$ cat src/rtl/core/mvn_ram.sv
// mvn_ram: generic single-port memory with registered read
// no dependencies
module mvn_ram #(
   parameter int WIDTH = 8,
   parameter int DEPTH = 16
) (
   input  logic                     clock,
   input  logic                     we,
   input  logic [$clog2(DEPTH)-1:0] addr,
   input  logic [WIDTH-1:0]         wdata,
   output logic [WIDTH-1:0]         rdata
);

   logic [WIDTH-1:0] mem_ff [DEPTH];
   logic [WIDTH-1:0] rdata_ff;

   // write or read, one access a cycle
   always_ff @(posedge clock) begin
      if (we) begin
         mem_ff[addr] <= wdata;
      end else begin
         rdata_ff <= mem_ff[addr];
      end
   end

   assign rdata = rdata_ff;

endmodule

$ cat config.mk
export PLATFORM = sky130hd
export DESIGN_NAME = mvn_ram
export DESIGN_NICKNAME = d
export VERILOG_FILES = /design/src/rtl/core/mvn_ram.sv
export SDC_FILE = /design/constraint.sdc
export NUM_CORES = 1
export LEC_CHECK = 0
export BUFFER_PORTS_ARGS = -buffer_cell sky130_fd_sc_hd__buf_2
export CAP_MARGIN = 20
export CORE_MARGIN = 10
export CORE_UTILIZATION = 30
export DETAILED_ROUTE_END_ITERATION = 6
export SETUP_SLACK_MARGIN = 0.3
export SLEW_MARGIN = 20
export SYNTH_ARGS = -nofsm -noshare
export SYNTH_HDL_FRONTEND = slang
export SYNTH_SLANG_ARGS = --single-unit
export TNS_END_PERCENT = 100
$ cat constraint.sdc
create_clock -name clock -period 1.8 [get_ports clock]
set_input_delay 0.36 -clock clock [delete_from_list [all_inputs] [get_ports clock]]
set_output_delay 0.36 -clock clock [all_outputs]
set_load 0.005 [all_outputs]
Word level (Yosys, flattened, before mapping)
Memory sizes are Yosys's and may differ from the RTL's. A register that Yosys moved wholly into a read port is not among the register bits.
Cells that the tools add are included.
- multiplexer cells: 2
- reductions and logical operators: 1
- operators with widths (kind ; number):
    1-bit 2-to-1 mux ; 2
    1-bit zero test ; 1
- bits in registers: 0
- RAM bits: 128
- bits of input ports: 14
- output and inout port bits: 8
- logic and storage cells: 4
- memories kept: 1
- memory list (name ; depth ; bits a word ; rd ports ; clocked after memory_dff ; write ports ; line ; source):
    mem_ff ; 16 ; 8 ; 1 ; 1 ; 1 ; 14 ; logic [WIDTH-1:0] mem_ff [DEPTH];

Logic depth before layout (Yosys ltp)
- word-level depth: 2
- mapped depth: 5
- depth with buffers taken out: 3

Least setup slack after synthesis
No wires, ideal clock.
- path type: input to register
- start point: in we
- end point: mem mem_ff[0][0] (enable)
- setup time: 0.383 ns
- arrival: 1.463 ns
- required time: 1.417 ns
- setup slack: -0.046 ns
- stages on the path: 3
- path buffers: 0
- cells stage by stage: inv_1 or3_1 nor3_1
- cells in the longest elaborated chain, start to end: 2
- RTL lines (what ; line ; source):
    start: declaration ; 8 ; input logic we,
    1-bit 2-to-1 mux ; 19 ; if (we) begin
    1-bit 2-to-1 mux (implied by the code) ; 20 ; mem_ff[addr] <= wdata;
    end: declaration ; 14 ;
No other way between the ends.

==> summary.md <==
| Metric | Value |
|---|---|
| Rel. slew slack | `43.5%` |
| Antenna Diode Count | `0` |
| Net count, final | `306` |
| Standard cell core area | `roughly 17000 um2` |
| Final design area excluding fillers | `6580 um2` |
| Result of the run | `completed` |
| Shortest period the worst path allows | `1.49 ns` |
| Non-filler instance count after layout | `525` |
| P_leak | `around 0.0021 uW` |
| Main combinational cell family by area after synthesis | `multiplexers` |
| Transition time at the pin with the least slew margin | `between 0.8 and 0.9 ns` |
| Adder-cell area share of the yosys netlist | `0%` |
| # fillers | `1485` |
| Pin count of the biggest net entering global routing | `18` |
| Synth warnings | `0` |
| Data arrival at the endpoint of the critical path | `1.65 ns` |
| DRC violation count after routing | `0` |
| Number of distinct library cell variants in the gate-level netlist after synthesis | `18` |
| Met2 layer wire length in the routed design | `5.29 mm` |
| RSZ-0062 raised after global routing | `true` |
| Final WL | `between 10 and 15 mm` |
| Largest fanout on the critical path | `1` |
| Uppermost signal routing layer after detailed routing | `met4` |
| Count of mapped cells out of synthesis | `around 230` |
| H-Tree Level Count | `4` |
| Final setup viols | `0` |
| Number of cells after detailed placement | `483` |
| Num CTS Buffers | `17` |
| Buffers added on ports | `21` |
| Setup slack on the worst flop-to-flop path | `between 0.3 and 0.4 ns` |
| Share of post-route cells with drive strength above 1 | `45.2%` |
| Maximum resistive drop on vdd | `627 uV` |
| Number of primary I/O pins | `22` |
| Number of synthesized register bits | `roughly 140` |
| Compound-cell area share of the yosys netlist | `2.33%` |
| Number of antenna violations at the first check in global routing | `0` |
| Post-DP HPWL | `7.19 mm` |
| Critical Path Sink Type | `flop` |
| Worst Setup Path Type | `flop to flop` |
| Global route total overflow | `0` |
| Number of buffers inserted by hold repair at cts | `0` |
| Simple-gate portion of the synthesized area | `3.11%` |
| Via total after detailed routing | `about 2500` |
| Y dimension of the die | `151 um` |
| Site Rows | `47` |
| Number of buffers on the longest clock path | `2` |
| Buffer type at the clock tree root | `sky130_fd_sc_hd__clkbuf_16` |
| Max stage delay on crit path | `0.48 ns` |
| Clock tree from TritonCTS | `done` |
| Total track usage | `10.4%` |
| Layout-stage area growth over the synthesis result | `27.9%` |
| Source-to-sink clock delay at the later pin of the worst-skew pair | `0.41 ns` |
| Met3 wirelength from detailed routing | `594 um` |
| Worst min-delay path category | `input port to flop` |
| Part of the Yosys area used for sequential elements | `79.3%` |
| Routed via count divided by cell count | `~4.7` |
| Initial standard-cell utilization of the core | `30.8%` |
| Clk pin slew, worst setup/hold paths | `0.06 ns` |
| Global-route wire length before repair | `~17 mm` |
| Synthesized Nets | `245` |
| CTS Sinks | `136` |
| Routed wirelength normalized by instance count | `20.8 um` |
| Vias in the first global route | `2683` |
| Drt initial violations | `roughly 210` |
| Clock skew | `0.00728 ns` |
| Sum of routed wire segments on met1 | `roughly 5 mm` |
| Syn Std Cell Area | `5150 um2` |
| Period utilisation layout | `83.0%` |
| Xor/xnor share of the synthesized area | `0%` |
| CP Data Required Time | `1.96 ns` |
| Post-Syn Area per Cell | `22.3 um2` |
| Die extent in x | `151 um` |
| Fmax | `0.669 GHz` |
| Hold Fails Final Rpt | `0` |
| Pins Over Slew Limit | `0` |
| PD cells | `around 1100 nW/um2` |
| Max-cap viol count | `0` |
| Die ar. | `between 20000 and 25000 um2` |
| Pre-Repair DR Iteration Count | `4` |
| Sequence of cells on the critical path | `mux4_2 -> a22oi_2 -> buf_4 -> nand2_1` |
| Slowest cell on the critical path | `sky130_fd_sc_hd__mux4_2` |
| Final-layout worst hold slack | `0.336 ns` |
| Post-synthesis mux area share | `14.0%` |
| Kind of start point of the critical path | `flop` |
| Area after detailed placement | `5870 um2` |
| Residual antenna-violating net count after detailed routing | `0` |
| Placer's final routability congestion estimate | `0.762` |
-- cell families (layout without fill, tap and decap cells) --
family | Yosys count | count (layout)
DFF | 136 | 136
and+or+nand+nor | 35 | 35
muxes | 32 | 32
AOI/OAI and AO/OA | 16 | 16
buffers and inverters | 12 | 86
-- registers in the layout, indices dropped and copies added (netlist names) --
| register | count |
|---|---|
| mem_ff | 128 |
| rdata | 8 |
-- where the power goes --
part           switching [uW]  leakage, uW  internal (uW)  total [uW]
Combinational             226     0.000614            188         413
Sequential               22.1      0.00124           3570        3590
Clock                    1310     0.000283           2180        3490
Total                    1560      0.00213           5940        7500
-- stage by stage --
stage               setup WS, ns  utilization [%]  TNS (ns)  total power, uW
CTS                        0.283             38.9         0             7540
finish                     0.306             39.4         0             7500
floorplan                  0.230                -         0             3870
global placement          -0.156             35.2    -0.903             4040
detailed placement        -0.159             35.2    -0.930             4050
global route               0.245             39.4         0             7740
-- critical path: cells and delay by family, from the launching register on --
family          cells  cell delay (ns)
simple gates        1             0.04
compound gates      1             0.22
buf+inv             1             0.14
flops               1             0.36
mux                 1             0.48
-- routing by layer --
layer	global-route usage, %	up-vias
met5	0	-
met4	3.71	0
met3	3.76	12
met2	15.5	64
met1	13.6	1299
li1	-	1101
-- synthesized netlist by cell type, drive strengths merged --
cell type / n / share of area [%]
edfxtp: 136 / 79
mux4: 32 / 14
a22oi: 16 / 2.3
nor2: 13 / 0.95
nand2: 9 / 0.66
buf: 8 / 0.92
nor3: 4 / 0.39
clkbuf: 3 / 0.24
nand2b: 2 / 0.24
nand3b: 2 / 0.29
nor2b: 2 / 0.24
and2: 1 / 0.12
inv: 1 / 0.073
nand3: 1 / 0.097
or3: 1 / 0.12
-- final cells by class --
type | instances | area, um2 | area share [%]
Timing Repair Buffer | 53 | 445 | 6.77
Sequential cell | 136 | 4080 | 62.0
Multi-Input combinational cell | 83 | 1170 | 17.8
Clock buffer | 17 | 425 | 6.46
Inverter | 1 | 3.75 | 0.0570
Clock inverter | 15 | 176 | 2.68
Tap cell | 220 | 275 | 4.18
-- timing repair --
action | in CTS | in global routing
resized for setup | 1 | 3
endpoints found under the setup margin | 4 | 8
buffers inserted | 2 | 8
pin swaps | 1 | 0
cloned | 0 | 0
-- path summary, 6_finish.rpt --
check / start / end / cells after the start
worst max register to register: mem_ff[3][5]$_DFFE_PP_ / rdata[5]$_DFFE_PN_ / 4
worst max-delay path: mem_ff[3][5]$_DFFE_PP_ / rdata[5]$_DFFE_PN_ / 4
worst min-delay path: wdata[0] / mem_ff[2][0]$_DFFE_PP_ / 1
worst min register to register: mem_ff[11][7]$_DFFE_PP_ / rdata[7]$_DFFE_PN_ / 3
-- placed cells by master (no fill, tap or decap), types with 2 or more instances in the layout --
cell type	instances
sky130_fd_sc_hd__mux4_2	32
sky130_fd_sc_hd__buf_12	8
sky130_fd_sc_hd__edfxtp_1	136
sky130_fd_sc_hd__a22oi_1	12
sky130_fd_sc_hd__nor2_4	12
sky130_fd_sc_hd__clkinv_4	3
sky130_fd_sc_hd__clkinvlp_4	3
sky130_fd_sc_hd__nor2b_1	2
sky130_fd_sc_hd__nand2_1	8
sky130_fd_sc_hd__clkinv_1	3
sky130_fd_sc_hd__inv_6	3
sky130_fd_sc_hd__bufinv_16	3
sky130_fd_sc_hd__buf_2	21
sky130_fd_sc_hd__buf_4	24
sky130_fd_sc_hd__a22oi_2	4
sky130_fd_sc_hd__clkbuf_16	17
sky130_fd_sc_hd__nand3b_1	2
sky130_fd_sc_hd__nor3_4	4
No activity file was read; power rests on OpenSTA's default activity.
